<file path="src/rtl/assert_macros.svh">
// ----------------------------------------------------------------------------
// assert_macros.svh
// shared assertion macros, clocked on clk and disabled while rst_n is low
// ----------------------------------------------------------------------------
`ifndef ASSERT_MACROS_SVH
`define ASSERT_MACROS_SVH

// plain property, checked at every clock edge out of reset
`define ASSERT_PROP(label, prop, msg) \
    label: assert property (@(posedge clk) disable iff (!rst_n) (prop)) \
        else $error(msg);

// same-cycle implication
`define ASSERT_IMPL(label, ante, cons, msg) \
    label: assert property (@(posedge clk) disable iff (!rst_n) (ante) |-> (cons)) \
        else $error(msg);

// next-cycle implication
`define ASSERT_NEXT(label, ante, cons, msg) \
    label: assert property (@(posedge clk) disable iff (!rst_n) (ante) |=> (cons)) \
        else $error(msg);

`endif

</file>
<file path="src/rtl/ksd_pkg.sv">
// ----------------------------------------------------------------------------
// ksd_pkg
// constants and helpers for the keyed seed derivation block
// ----------------------------------------------------------------------------
package ksd_pkg;

    localparam int unsigned WORD_W    = 32;
    localparam int unsigned BYTE_W    = 8;
    localparam int unsigned CFG_IDX_W = 8;

    typedef logic [WORD_W-1:0]    word_t;
    typedef logic [BYTE_W-1:0]    byte_t;
    typedef logic [CFG_IDX_W-1:0] cfg_idx_t;

    // fnv-1a 32
    localparam word_t FNV_BASIS  = 32'd2166136261;
    localparam word_t FNV_PRIME  = 32'd16777619;

    // seed sequence generate, one output word
    localparam word_t MIX_INIT   = 32'h8b8b8b8b;
    localparam word_t MIX_MUL1   = 32'd1664525;
    localparam word_t MIX_MUL2   = 32'd1566083941;
    localparam word_t MIX_ADD1   = 32'd2;
    localparam word_t MIX_TRIPLE = 32'd3;

    // configuration register indexes
    localparam cfg_idx_t REG_GLOBAL_SEED = 8'd0;
    localparam cfg_idx_t REG_SEED_GIVEN  = 8'd1;

    function automatic word_t temper(input word_t x);
        temper = x ^ (x >> 27);
    endfunction

endpackage

</file>
<file path="src/rtl/keyed_seed_derivation.sv">
// ----------------------------------------------------------------------------
// keyed_seed_derivation
// fnv-1a 32 key hash mixed with a base seed by the seed sequence generate rule
// ----------------------------------------------------------------------------
// usage:
//   input channel (in_valid/in_ready) carries one key byte per beat with
//   byte_valid and last. a beat with last set finishes the key and produces
//   one result beat on the output channel (out_valid/out_ready): derived
//   seed, key hash and the unseeded flag. other beats produce nothing.
//   config channel (cfg_valid/cfg_ready) is always ready; index 0 writes
//   the base seed, index 1 writes seed_given, other indexes are dropped.
//   sequence: every input beat is accepted, then makes one pass through the
//   shared 32x32 multiplier (S_HASH). a last beat adds 5 more multiplier
//   passes for the mix (S_MIX1..S_MIX5), then S_DONE loads the output register
//   once it is free; out_valid rises in the same cycle in_ready returns.
//   the single multiply-add unit does all work, one step a cycle outside S_DONE.
//   reset: running hash returns to the fnv offset basis, the base seed and
//   seed_given clear, output is empty.
//   stall: a held result stays in the output register; the block keeps
//   taking beats and only waits if a new result is ready while the old one
//   has not been taken.
// ----------------------------------------------------------------------------
`include "assert_macros.svh"

module keyed_seed_derivation
    import ksd_pkg::*;
(
    input  logic     clk,
    input  logic     rst_n,

    input  logic     in_valid,
    output logic     in_ready,
    input  byte_t    key_byte,
    input  logic     byte_valid,
    input  logic     last,

    output logic     out_valid,
    input  logic     out_ready,
    output word_t    derived_seed,
    output word_t    key_hash,
    output logic     unseeded,

    input  logic     cfg_valid,
    output logic     cfg_ready,
    input  cfg_idx_t cfg_index,
    input  word_t    cfg_data
);

    localparam logic [2:0] S_IDLE = 3'd0;
    localparam logic [2:0] S_HASH = 3'd1;
    localparam logic [2:0] S_MIX1 = 3'd2;
    localparam logic [2:0] S_MIX2 = 3'd3;
    localparam logic [2:0] S_MIX3 = 3'd4;
    localparam logic [2:0] S_MIX4 = 3'd5;
    localparam logic [2:0] S_MIX5 = 3'd6;
    localparam logic [2:0] S_DONE = 3'd7;

    logic [2:0] state_reg, state_next;
    word_t      hash_reg, hash_next;
    word_t      acc_reg, acc_next;
    byte_t      byte_reg;
    logic       bvalid_reg;
    logic       last_reg;
    word_t      base_seed_reg;
    logic       seed_given_reg;
    logic       out_valid_reg, out_valid_next;
    word_t      derived_reg;
    word_t      key_hash_reg;
    logic       unseeded_reg;

    logic       in_beat;
    logic       out_free;
    logic       out_load;

    // shared multiply-add unit
    word_t      mul_x;
    word_t      mul_f;
    word_t      mul_add;
    word_t      mul_prod;
    word_t      unit_out;

    assign in_ready  = (state_reg == S_IDLE);
    assign cfg_ready = 1'b1;
    assign in_beat   = in_valid && in_ready;
    assign out_free  = !out_valid_reg || out_ready;
    assign out_load  = (state_reg == S_DONE) && out_free;

    always_comb
    begin
        mul_x   = acc_reg;
        mul_f   = MIX_TRIPLE;
        mul_add = '0;
        case (state_reg)
            S_HASH:
            begin
                mul_x = hash_reg ^ {{(WORD_W-BYTE_W){1'b0}}, byte_reg};
                mul_f = FNV_PRIME;
            end
            S_MIX1:
            begin
                mul_x   = temper(acc_reg);
                mul_f   = MIX_MUL1;
                mul_add = MIX_ADD1;
            end
            S_MIX2:
            begin
                mul_x   = temper(acc_reg);
                mul_f   = MIX_MUL1;
                mul_add = base_seed_reg;
            end
            S_MIX3:
            begin
                mul_x   = temper(acc_reg);
                mul_f   = MIX_MUL1;
                mul_add = hash_reg;
            end
            S_MIX4:
            begin
                mul_x = acc_reg;
                mul_f = MIX_TRIPLE;
            end
            S_MIX5:
            begin
                mul_x = temper(acc_reg);
                mul_f = MIX_MUL2;
            end
            default:
            begin
                mul_x   = acc_reg;
                mul_f   = MIX_TRIPLE;
                mul_add = '0;
            end
        endcase
    end

    // low half of the product is all that modulo 2^32 needs
    assign mul_prod = word_t'(mul_x * mul_f);
    assign unit_out = mul_prod + mul_add;

    always_comb
    begin
        state_next = state_reg;
        hash_next  = hash_reg;
        acc_next   = acc_reg;
        case (state_reg)
            S_IDLE:
            begin
                if (in_beat)
                begin
                    state_next = S_HASH;
                end
            end
            S_HASH:
            begin
                if (bvalid_reg)
                begin
                    hash_next = unit_out;
                end
                acc_next   = MIX_INIT;
                state_next = last_reg ? S_MIX1 : S_IDLE;
            end
            S_MIX1:
            begin
                acc_next   = unit_out;
                state_next = S_MIX2;
            end
            S_MIX2:
            begin
                acc_next   = unit_out;
                state_next = S_MIX3;
            end
            S_MIX3:
            begin
                acc_next   = unit_out;
                state_next = S_MIX4;
            end
            S_MIX4:
            begin
                acc_next   = unit_out;
                state_next = S_MIX5;
            end
            S_MIX5:
            begin
                acc_next   = unit_out;
                state_next = S_DONE;
            end
            S_DONE:
            begin
                if (out_free)
                begin
                    hash_next  = FNV_BASIS;
                    state_next = S_IDLE;
                end
            end
            default:
            begin
                state_next = S_IDLE;
            end
        endcase
    end

    always_comb
    begin
        out_valid_next = out_valid_reg;
        if (out_load)
        begin
            out_valid_next = 1'b1;
        end
        else if (out_ready)
        begin
            out_valid_next = 1'b0;
        end
    end

    always_ff @(posedge clk or negedge rst_n)
    begin
        if (!rst_n)
        begin
            state_reg      <= S_IDLE;
            hash_reg       <= FNV_BASIS;
            base_seed_reg  <= '0;
            seed_given_reg <= 1'b0;
            out_valid_reg  <= 1'b0;
        end
        else
        begin
            state_reg     <= state_next;
            hash_reg      <= hash_next;
            out_valid_reg <= out_valid_next;
            if (cfg_valid && cfg_ready)
            begin
                if (cfg_index == REG_GLOBAL_SEED)
                begin
                    base_seed_reg <= cfg_data;
                end
                else if (cfg_index == REG_SEED_GIVEN)
                begin
                    seed_given_reg <= cfg_data[0];
                end
            end
        end
    end

    // payload registers
    always_ff @(posedge clk)
    begin
        acc_reg <= acc_next;
        if (in_beat)
        begin
            byte_reg   <= key_byte;
            bvalid_reg <= byte_valid;
            last_reg   <= last;
        end
        if (out_load)
        begin
            derived_reg  <= acc_reg;
            key_hash_reg <= hash_reg;
            unseeded_reg <= !seed_given_reg;
        end
    end

    assign out_valid    = out_valid_reg;
    assign derived_seed = derived_reg;
    assign key_hash     = key_hash_reg;
    assign unseeded     = unseeded_reg;

    `ASSERT_IMPL(a_rise_from_done, $rose(out_valid_reg), $past(state_reg) == S_DONE,
        "result appeared without finishing the mix")
    `ASSERT_NEXT(a_hash_cleared, out_load, hash_reg == FNV_BASIS,
        "running hash not returned to offset basis after result")
    `ASSERT_NEXT(a_idle_keeps_hash, (state_reg == S_HASH) && !bvalid_reg, $stable(hash_reg),
        "hash changed on a beat without a key byte")
    `ASSERT_PROP(a_done_only_after_last,
        (state_reg != S_DONE) || last_reg,
        "mix sequence ran for a beat without last")

endmodule
</file>
<file path="config.mk">
export PLATFORM = sky130hd
export DESIGN_NAME = keyed_seed_derivation
export DESIGN_NICKNAME = d
export VERILOG_FILES = /design/src/rtl/ksd_pkg.sv /design/src/rtl/keyed_seed_derivation.sv
export VERILOG_INCLUDE_DIRS = /design/src /design/src/rtl
export SDC_FILE = /design/constraint.sdc
export NUM_CORES = 1
export LEC_CHECK = 0
export BUFFER_PORTS_ARGS = -buffer_cell sky130_fd_sc_hd__buf_4
export CORE_MARGIN = 2
export CORE_UTILIZATION = 55
export DETAILED_ROUTE_END_ITERATION = 8
export HOLD_SLACK_MARGIN = 0.12
export MAX_ROUTING_LAYER = met4
export PLACE_DENSITY = 0.73
export SYNTH_ARGS = -nofsm -noshare
export SYNTH_HDL_FRONTEND = slang
export SYNTH_SLANG_ARGS = --single-unit
</file>
<file path="constraint.sdc">
create_clock -name clk -period 9.34 [get_ports clk]
set_clock_uncertainty 0.1 [all_clocks]
set_input_delay 1.868 -clock clk [delete_from_list [all_inputs] [get_ports clk]]
set_output_delay 1.868 -clock clk [all_outputs]
set_load 0.01 [all_outputs]
</file>
# Word level (Yosys, flattened, before mapping)
# Cells that the tools add are included.
[classes] addsub=1 eq_ne=11 n_reduce_logical=17 mux=13 bitwise=3 n_mul=1
[ops] cell="$pmux W32 S2" count=3
[ops] cell="$pmux W32 S3" count=1
[ops] cell="$pmux W31 S3" count=1
[ops] cell="$mux W32" count=2
[ops] cell="$add A32 B32 Y32" count=1
[ops] cell="$mul A32 B32 Y32" count=1
[ops] cell="$xor A32 B5 Y32" count=1
[ops] cell="$xor A32 B8 Y32" count=1
[ops] cell="$pmux W3 S8" count=1
[ops] cell="$eq A3 B3 Y1 const B" count=4
[ops] cell="$eq A8 B1 Y1 const B" count=1
[ops] cell="$logic_not A8 Y1" count=1
[ops] cell="$eq A3 B2 Y1 const B" count=2
[ops] cell="$mux W3" count=2
[ops] cell="$reduce_and A3 Y1" count=2
[ops] cell="$reduce_bool A2 Y1" count=3
[ops] cell="$reduce_or A5 Y1" count=1
[ops] cell="$ne A2 B2 Y1 const B" count=2
[ops] cell="$reduce_and A2 Y1" count=2
[ops] cell="$reduce_or A4 Y1" count=1
[ops] cell="$eq A3 B1 Y1 const B" count=1
[ops] cell="$logic_not A3 Y1" count=1
[ops] cell="$reduce_or A3 Y1" count=1
[ops] cell="$logic_and A1 B1 Y1" count=2
[ops] cell="other kinds (6)" count=8
[totals] word_cells=58 output_inout_bits=68 reg_bits=176

# Depth between registers and ports, before layout
# Gate-level depths: netlist of run 1.
[depth] word_depth=7 mapped_depth=35 depth_no_buf=31

# Worst setup path before layout of run 1
# OpenSTA, ideal clock, no wires.
[synth_timing] kind="flip-flop to flip-flop" startpoint="reg state_reg[0]" endpoint="reg acc_reg[28] (data pin)" slack_ps=956 stages_incl_launch_ff=34 n_path_buf=3 required_ps=8974 synth_period_minus_slack_ps=8384 t_arrival_ps=8018 path_cell_list="dfrtp_1 -> buf_2 -> nor3b_2 -> clkbuf_1 -> clkbuf_1 -> nand2_1 -> inv_1 -> a21oi_1 -> inv_1 -> nand2_1 -> fa_1 -> inv_1 -> fa_1 -> fa_1 -> inv_1 -> fa_1 -> inv_1 -> fa_1 -> inv_1 -> fa_1 -> inv_1 -> fa_1 -> inv_1 -> fa_1 -> inv_1 -> ha_1 -> a21o_1 -> a21o_1 -> a21oi_1 -> o21ai_0 -> a2111oi_0 -> o31ai_1 -> xnor2_1 -> nor2_1"
[synth_between] elab_chain_len=6
[synth_lines] element="from (decl)" line="keyed_seed_derivation.sv:58" source="logic [2:0] state_reg, state_next;"
[synth_lines] element="from (signal assigned)" line="keyed_seed_derivation.sv:227" source="state_reg <= state_next;"
[synth_lines] element="$eq A3 B3 Y1 / $eq A3 B2 Y1 (equally long branches)" line="keyed_seed_derivation.sv:93, keyed_seed_derivation.sv:145"
[synth_lines] element="$reduce_or A4 Y1 (no source line) / $reduce_or A3 Y1 (equally long branches)"
[synth_lines] element="$pmux W32 S2 / $pmux W31 S3 (equally long branches)" line="keyed_seed_derivation.sv:93" source="case (state_reg)"
[synth_lines] element="$mul A32 B32 Y32" line="keyed_seed_derivation.sv:137" source="assign mul_prod = word_t'(mul_x * mul_f);"
[synth_lines] element="$add A32 B32 Y32" line="keyed_seed_derivation.sv:138" source="assign unit_out = mul_prod + mul_add;"
[synth_lines] element="$pmux W32 S2 *" line="keyed_seed_derivation.sv:145" source="case (state_reg)"
[synth_lines] element="to (signal assigned)" line="keyed_seed_derivation.sv:247" source="acc_reg <= acc_next;"
[synth_lines] element="to (decl)" line="keyed_seed_derivation.sv:60" source="word_t acc_reg, acc_next;"
# Every way passes the cells marked *; elsewhere a longest branch is shown, timed or not.
# A chain may end at the register's enable or synchronous reset.

# Worst setup path in the final report of run 1
[layout_timing] startpoint="reg state_reg[2]" endpoint="reg acc_reg[31] (data pin)"
# The elaborated chain is that of the path after synthesis.

==> out/metrics.yaml, run 1 <==
initial_core_util_pct: 55.5
synth-seq-area-share_pct: 23.8
cts-root-buf: "clkbuf_16"
crit_path_max_fanout: 19
finalSetupTns_ps: 0
grt_max_degree: 70
synth_cells: 2008
hpwlAfterDp_um: 59900
timing.rr.end: "acc_reg[31]$_SDFFCE_PN1P_"
wl_met1_um: 30000
max-cap-violations: 0
htreeDepth: 4
grt_setup_unrepaired: "false"
final_layout_size_suffix_gt1_share_pct: 13.3
drc: 0
synth_top_area_cell: "fa_1"
worst_pin_slew_ps: 1070
core_mm2: 0.0375
crit_type: "reg -> reg"
cts_hold_buf: 0
slew_headroom_pct: 28.8
endpoint_kind: "register"
cts_tree: "done"
antenna_cells: 0
status: "finished, final reports clean"
yosysMostFrequentCell: "inv_1"
met3_wirelength_um: 6820
vias_per_cell: 5.77
fp.dieH_um: 198
avgSynthCellArea_um2: 10.4
fmax_ghz: 0.111
grt_pass1_wl_um: 105000
syn_area_mm2: 0.0208
io_pins: 123
crit_end: "acc_reg[31]$_SDFFCE_PN1P_"
final_nets: 2721
drt_wl_total_um: 71000
ys_ff_latch: 176
rr_worst_depth: 27
top_layer_used: "met4"
grt_pass1_vias: 15800
synth.distinct_cells: 75
slowest_delay_ps: 550
die_w_um: 198
critPathLaunchType: "register"
cts.clk_slew.worst_paths_ps: 70
rows: 71
crit_top_cell: "fa_1"
required_ps: 9400
setup_violations: 0
drtPass1Iterations: 5
fin_crit_sh_pct: 96.2
slowest_stage: "fa_1"
reg2reg_setup_slack_ps: 350
drv_slew: 0
hold_viol: 0
async_reset_ff_share_pct: 39.2
die-area_mm2: 0.0394
detail_route.wl_per_cell_um: 26.6
synth_area_leaders: "fa_1, edfxtp_1, ha_1, inv_1, dfrtp_1"
cts_buffers: 17
gp_congestion: 1.04
grt_usage_pct: 39.2
syn2layout_area_growth_pct: 11.4
fin_crit_ps: 8990
insertion_delay_ps: 460
io_buffers: 121
cp.arrival_ps: 9050
ant_nets: 0
dp_cells: 2639
layout.cells.non_filler: 2672
crit_family: "adder cells"
yosysWarnings: 0
ys.flop_type: "edfxtp_1"
crit_start: "state_reg[2]$_DFFE_PN0P_"
antenna_found_initial: 0
nFillCells: 3196
path_depth: 27
cts.sinks: 176
clock_path_buffers: 2
hold_path.class: "reg -> reg"
dr_wl_met2_um: 31000
crit-reg2reg-launch: "state_reg[2]$_DFFE_PN0P_"
vias: 15400
synth_top_area_share_pct: 32.0
synth_edf_count: 107
critPathBufInv: 7
dr.first_iter.drc_count: 1479
ys_top_cells_by_count: "inv_1, fa_1, ha_1, nand2_1, nor2_1"
overflow: 0
==> worst min-delay path by stage <==
| stage | startpoint | end | slack [ps] | cells after the start |
|---|---|---|---|---|
| final | base_seed_reg[23]$_DFFE_PN0P_ | base_seed_reg[23]$_DFFE_PN0P_ | 410 | 1 |
| after global routing | base_seed_reg[2]$_DFFE_PN0P_ | base_seed_reg[2]$_DFFE_PN0P_ | 420 | 1 |
| after CTS | seed_given_reg$_DFFE_PN0P_ | seed_given_reg$_DFFE_PN0P_ | 410 | 1 |
| after detailed placement | seed_given_reg$_DFFE_PN0P_ | seed_given_reg$_DFFE_PN0P_ | 400 | 1 |
| after global placement | base_seed_reg[5]$_DFFE_PN0P_ | base_seed_reg[5]$_DFFE_PN0P_ | 390 | 1 |
| after floorplan | acc_reg[6]$_SDFFCE_PN0P_ | derived_seed[6]$_DFFE_PP_ | 320 | 0 |
==> worst register-to-register path: cells and delay by family, from the launching register on <==
| kind | cells | cell delay, ps |
|---|---|---|
| buffers and inverters | 7 | 690 |
| and+or+nand+nor | 6 | 1460 |
| AOI/OAI and AO/OA | 4 | 1130 |
| DFF | 1 | 510 |
| xor gates and xnor gates | 1 | 200 |
| adders and majority gates | 9 | 4600 |
==> timing repair <==
item,4_1_cts,5_1_grt
setup buffers,0,1
setup endpoints to repair,0,12
gates resized for setup,0,7
==> final cells by class <==
cell class                 count  area, um2  share of cell area (%)
clock buffer                  17        425                    1.84
tap                          511        639                    2.76
inverter                     462       1730                    7.49
clock inverter                15        153                   0.659
sequential                   176       4960                    21.4
timing repair buffer         177       1330                    5.74
multi-input combinational   1314      13900                    60.1
==> logic make-up after synthesis <==
group	Yosys count	share of synthesized area [%]
compound gates	257	8.32
simple gates	388	8.48
buf+inv	526	9.62
xor+xnor	100	4.34
other cells	2	0.0361
flops	176	23.8
fa+ha+maj	518	43.1
mux	41	2.23
==> placed cells by master (no fill, tap or decap), drive strengths merged, types with 4 or more instances in the layout <==
cell type / netlist / routed
a211oi: 5 / 5
a21boi: 5 / 5
a21o: 26 / 26
a21oi: 58 / 58
a22o: 24 / 24
a22oi: 9 / 9
and2: 38 / 38
and3: 4 / 4
buf: 11 / 177
clkbuf: 53 / 17
clkinv: 1 / 6
conb: 2 / 10
dfrtp: 55 / 55
dfstp: 14 / 14
edfxtp: 107 / 107
fa: 332 / 332
ha: 186 / 186
inv: 461 / 468
mux2: 33 / 33
mux2i: 8 / 8
nand2: 156 / 156
nand2b: 24 / 24
nand3: 11 / 11
nor2: 111 / 111
nor2b: 10 / 10
nor3: 10 / 10
o21a: 14 / 14
o21ai: 66 / 66
o21bai: 12 / 12
o22a: 11 / 11
o31ai: 4 / 4
or2: 5 / 5
or3: 6 / 6
xnor2: 73 / 73
xor2: 25 / 25
==> metal layers <==
metal / GRT usage [%] / vias to the layer above
met4: 15.8 / 0
met5: - / -
li1: - / 6563
met1: 55.3 / 7799
met2: 56.2 / 892
met3: 7.24 / 163
==> per-stage QoR <==
stage,setup slack (ps),hold slack (ps),utilization [%],instance area [um2]
after floorplan,956,324,-,20800
after CTS,208,412,61.7,23100
final,351,409,61.8,23200
after global placement,284,393,60.2,22600
after global routing,75.2,420,61.8,23200
after detailed placement,228,397,60.2,22600
Power of run 1 is left out: the tool's default activity adds up to more than one toggle a clock period on the data nets, which glitch-free logic cannot reach.
==> run 2, diff against run 1 <==
--- a/config.mk
+++ b/config.mk
@@ -11,8 +11,8 @@
 export CORE_UTILIZATION = 55
 export DETAILED_ROUTE_END_ITERATION = 8
 export HOLD_SLACK_MARGIN = 0.12
-export MAX_ROUTING_LAYER = met4
 export PLACE_DENSITY = 0.73
+export RECOVER_POWER = 50
 export SYNTH_ARGS = -nofsm -noshare
 export SYNTH_HDL_FRONTEND = slang
 export SYNTH_SLANG_ARGS = --single-unit
==> out/metrics.yaml, run 2 (synthesized netlist as in run 1, its figures left out) <==
drc: 0
endpoint_kind: "register"
rr_worst_depth: 31
drt_wl_total_um: 67900
cts_tree: "done"
critPathLaunchType: "register"
drtPass1Iterations: 6
cts.clk_slew.worst_paths_ps: 70
syn2layout_area_growth_pct: 10.6
grt_max_degree: 70
slowest_stage: "fa_1"
reg2reg_setup_slack_ps: 270
hold_start: "base_seed_reg[21]$_DFFE_PN0P_"
detail_route.wl_per_cell_um: 25.5
vias_per_cell: 5.75
core_mm2: 0.0375
finalSetupTns_ps: 0
die-area_mm2: 0.0394
antenna_found_initial: 1
rows: 71
min_to: "base_seed_reg[21]$_DFFE_PN0P_"
io_pins: 123
fp.dieH_um: 198
insertion_delay_ps: 460
grt_pass1_wl_um: 102000
fin_crit_ps: 9070
grt_usage_pct: 36.6
cts.repair.resized: 0
fin_crit_sh_pct: 97.1
layout_common_cells: "inv_1, fa_1, ha_1"
max-cap-violations: 3
violations: "max-capacitance violations, max-slew violations"
cts_hold_buf: 0
hold_viol: 0
final_layout_size_suffix_gt1_share_pct: 11.1
ant_nets: 0
required_ps: 9450
initial_core_util_pct: 55.5
crit_path_max_fanout: 10
crit_family: "adder cells"
dr.first_iter.drc_count: 1574
crit_top_cell: "inv_1"
vias: 15300
setup_violations: 0
hold_path.class: "reg -> reg"
layout_commonest_cell: "inv_1"
status: "complete, but fails checks"
cts.sinks: 176
clock_path_buffers: 2
final_nets: 2716
hpwlAfterDp_um: 57000
fmax_ghz: 0.110
timing.rr.end: "acc_reg[30]$_SDFFCE_PN0P_"
grt_setup_unrepaired: "false"
cts_setup_buffers: 0
htreeDepth: 4
gp_congestion: 1.10
cp.arrival_ps: 9180
whs_path_depth: 1
io_buffers: 121
overflow: 0
die_w_um: 198
slew_headroom_pct: -179
grt_pass1_vias: 16300
antenna_cells: 0
critPathBufInv: 10
cts-root-buf: "clkbuf_16"
worst_pin_slew_ps: 4190
slowest_delay_ps: 610
crit_type: "reg -> reg"
drv_slew: 167
cts_buffers: 17
crit-reg2reg-launch: "state_reg[1]$_DFFE_PN0P_"
==> run 2: area by class of cell <==
class / count / area, um2
clock buffer: 19 / 433
fill: 3196 / 14500
timing repair buffer: 172 / 1200
inverter: 462 / 1730
multi-input combinational: 1314 / 13900
sequential: 176 / 4960
clock inverter: 13 / 128
tap: 511 / 639
==> run 2: worst register-to-register path: cells and delay by family (launching register included) <==
| family | cells | cell delay, ps |
|---|---|---|
| flops | 1 | 530 |
| buf+inv | 10 | 970 |
| compound gates | 7 | 1420 |
| xor+xnor | 1 | 230 |
| simple gates | 4 | 980 |
| fa+ha+maj | 9 | 4560 |
==> run 2: worst max path at each step <==
stage	from	end	slack [ps]	cells after the start
after detailed placement	state_reg[1]$_DFFE_PN0P_	acc_reg[30]$_SDFFCE_PN0P_	340	30
after floorplan	state_reg[0]$_DFFE_PN0P_	acc_reg[28]$_SDFFCE_PN0P_	960	33
final	state_reg[1]$_DFFE_PN0P_	acc_reg[30]$_SDFFCE_PN0P_	270	31
after global routing	state_reg[1]$_DFFE_PN0P_	acc_reg[31]$_SDFFCE_PN1P_	60	30
after global placement	state_reg[1]$_DFFE_PN0P_	acc_reg[28]$_SDFFCE_PN0P_	250	31
after CTS	state_reg[1]$_DFFE_PN0P_	acc_reg[30]$_SDFFCE_PN0P_	260	30
==> run 2: metal layers <==
| metal | global-route usage, % | up-vias | share of wire, % |
|---|---|---|---|
| met5 | 0 | - | 0.021 |
| met3 | 9.80 | 141 | 12 |
| li1 | - | 6532 | - |
| met2 | 55.2 | 855 | 44 |
| met4 | 14.0 | 2 | 3.8 |
| met1 | 50.8 | 7813 | 41 |
==> run 2: metrics by stage <==
| step | util (%) | hold slack, ps | std cells | area (um2) | setup WS [ps] |
|---|---|---|---|---|---|
| finish | 61.4 | 410 | 2667 | 23000 | 269 |
| global route | 61.4 | 427 | 2667 | 23000 | 57.7 |
| CTS | 61.6 | 414 | 2667 | 23100 | 256 |
| detailed placement | 60.1 | 399 | 2635 | 22500 | 343 |
| global placement | 60.1 | 394 | 2635 | 22500 | 245 |
| floorplan | - | 324 | 2016 | 20800 | 956 |
Power of run 2 is left out for the same reason.
==> run 3, diff against run 2 <==
==> constraint.sdc (replaced) <==
create_clock -name clk -period 10.6 [get_ports clk]
set_clock_uncertainty 0.1 [all_clocks]
set_input_delay 2.12 -clock clk [delete_from_list [all_inputs] [get_ports clk]]
set_output_delay 2.12 -clock clk [all_outputs]
set_load 0.01 [all_outputs]
==> out/metrics.yaml, run 3 (synthesized netlist as in run 1, its figures left out) <==
final_nets: 2691
cts-root-buf: "clkbuf_16"
dr.first_iter.drc_count: 1443
whs_path_depth: 0
fin_crit_ps: 9800
crit-reg2reg-launch: "state_reg[2]$_DFFE_PN0P_"
violations: "max-capacitance violations, max-slew violations"
grt_usage_pct: 35.6
gp_congestion: 1.02
io_buffers: 121
rows: 71
multi_input_area_mm2: 0.0139
layout_common_cells: "inv_1, fa_1, ha_1"
io_pins: 123
layout_commonest_cell: "inv_1"
fin_crit_sh_pct: 92.4
fmax_ghz: 0.102
fp.dieH_um: 198
cts_hold_buf: 0
die_w_um: 198
cp.arrival_ps: 9920
detail_route.wl_per_cell_um: 25.1
crit_type: "reg -> reg"
seq_area_mm2: 0.00496
timing.rr.end: "acc_reg[27]$_SDFFCE_PN1P_"
vias_per_cell: 5.71
core_mm2: 0.0375
initial_core_util_pct: 55.5
antenna_cells: 0
crit_path_max_fanout: 26
slowest_stage: "dfrtp_1"
rr_worst_depth: 28
cts_setup_buffers: 0
grt_pass1_vias: 15700
slowest_delay_ps: 860
hpwlAfterDp_um: 55100
status: "complete, but fails checks"
hold_start: "acc_reg[9]$_SDFFCE_PN1P_"
insertion_delay_ps: 460
nFillCells: 3246
drt_wl_total_um: 66400
hold_path.class: "reg -> reg"
worst_pin_slew_ps: 4270
drv_slew: 138
cts.clk_slew.worst_paths_ps: 80
drc: 0
slew_headroom_pct: -185
syn2layout_area_growth_pct: 9.58
grt_pass1_wl_um: 99900
critPathLaunchType: "register"
crit_top_cell: "fa_1"
grt_setup_unrepaired: "false"
setup_violations: 0
finalSetupTns_ps: 0
grt_max_degree: 70
cts.repair.resized: 0
reg2reg_setup_slack_ps: 800
antenna_found_initial: 0
final_layout_size_suffix_gt1_share_pct: 8.82
cts_tree: "done"
drtPass1Iterations: 6
hold_viol: 0
cts.sinks: 176
min_to: "derived_seed[9]$_DFFE_PP_"
htreeDepth: 4
cts_buffers: 17
max-cap-violations: 2
required_ps: 10730
die-area_mm2: 0.0394
clock_path_buffers: 2
vias: 15100
ant_nets: 0
overflow: 0
endpoint_kind: "register"
## run 3: cell count changes in the layout (fill, tap and decap cells not counted), moves of 2 or more
| cell | change |
|---|---|
| inv_8 | +2 |
| clkinv_8 | +5 |
| clkbuf_4 | +2 |
| nand2_1 | +2 |
| nand2_2 | -2 |
| clkinv_2 | -2 |
| clkinv_4 | +3 |
| clkbuf_1 | +21 |
| buf_4 | -50 |
| inv_6 | -3 |
| clkinvlp_4 | -3 |
## run 3: final cells by class
class,instances,share of cell area (%)
inverters,462,7.61
multi-input cells,1314,61.0
flip-flops and latches,176,21.7
clock buffers,17,1.87
well taps,511,2.80
clock inverters,15,0.873
repair buffers,147,4.09
## run 3: stage by stage
step	utilization, %	instance area, um2	setup WS (ps)	cells	hold WS (ps)
2_1_floorplan	-	20800	2220	2016	324
3_3_place_gp	59.6	22400	1000	2610	368
3_5_place_dp	59.6	22400	844	2610	367
4_1_cts	61.3	23000	829	2642	385
5_1_grt	60.8	22800	486	2642	397
6_report	60.8	22800	803	2642	381
## run 3: worst max-delay path, delay by kind of cell, from the launching register on
| kind | cells | cell delay [ps] |
|---|---|---|
| DFF | 1 | 860 |
| and+or+nand+nor | 6 | 2120 |
| buffers and inverters | 5 | 450 |
| adders and majority gates | 9 | 3450 |
| AOI/OAI and AO/OA | 8 | 2550 |
## run 3: per-layer routing
metal	vias to the layer above	wire length, um	global-route usage [%]	part of all wire (%)
li1	6503	-	-	-
met1	7665	27600	50.1	42
met2	792	29500	54.1	45
met3	138	6630	8.87	10
met4	0	2590	12.7	3.9
met5	-	0	0	0
## run 3: worst max-delay path by stage
stage / depth (start not counted) / end / startpoint
floorplan: 33 / acc_reg[28]$_SDFFCE_PN0P_ / state_reg[0]$_DFFE_PN0P_
global placement: 28 / acc_reg[27]$_SDFFCE_PN1P_ / state_reg[2]$_DFFE_PN0P_
CTS: 28 / acc_reg[27]$_SDFFCE_PN1P_ / state_reg[2]$_DFFE_PN0P_
global route: 28 / acc_reg[27]$_SDFFCE_PN1P_ / state_reg[2]$_DFFE_PN0P_
detailed placement: 28 / acc_reg[27]$_SDFFCE_PN1P_ / state_reg[2]$_DFFE_PN0P_
finish: 28 / acc_reg[27]$_SDFFCE_PN1P_ / state_reg[2]$_DFFE_PN0P_
Power of run 3 is left out for the same reason.
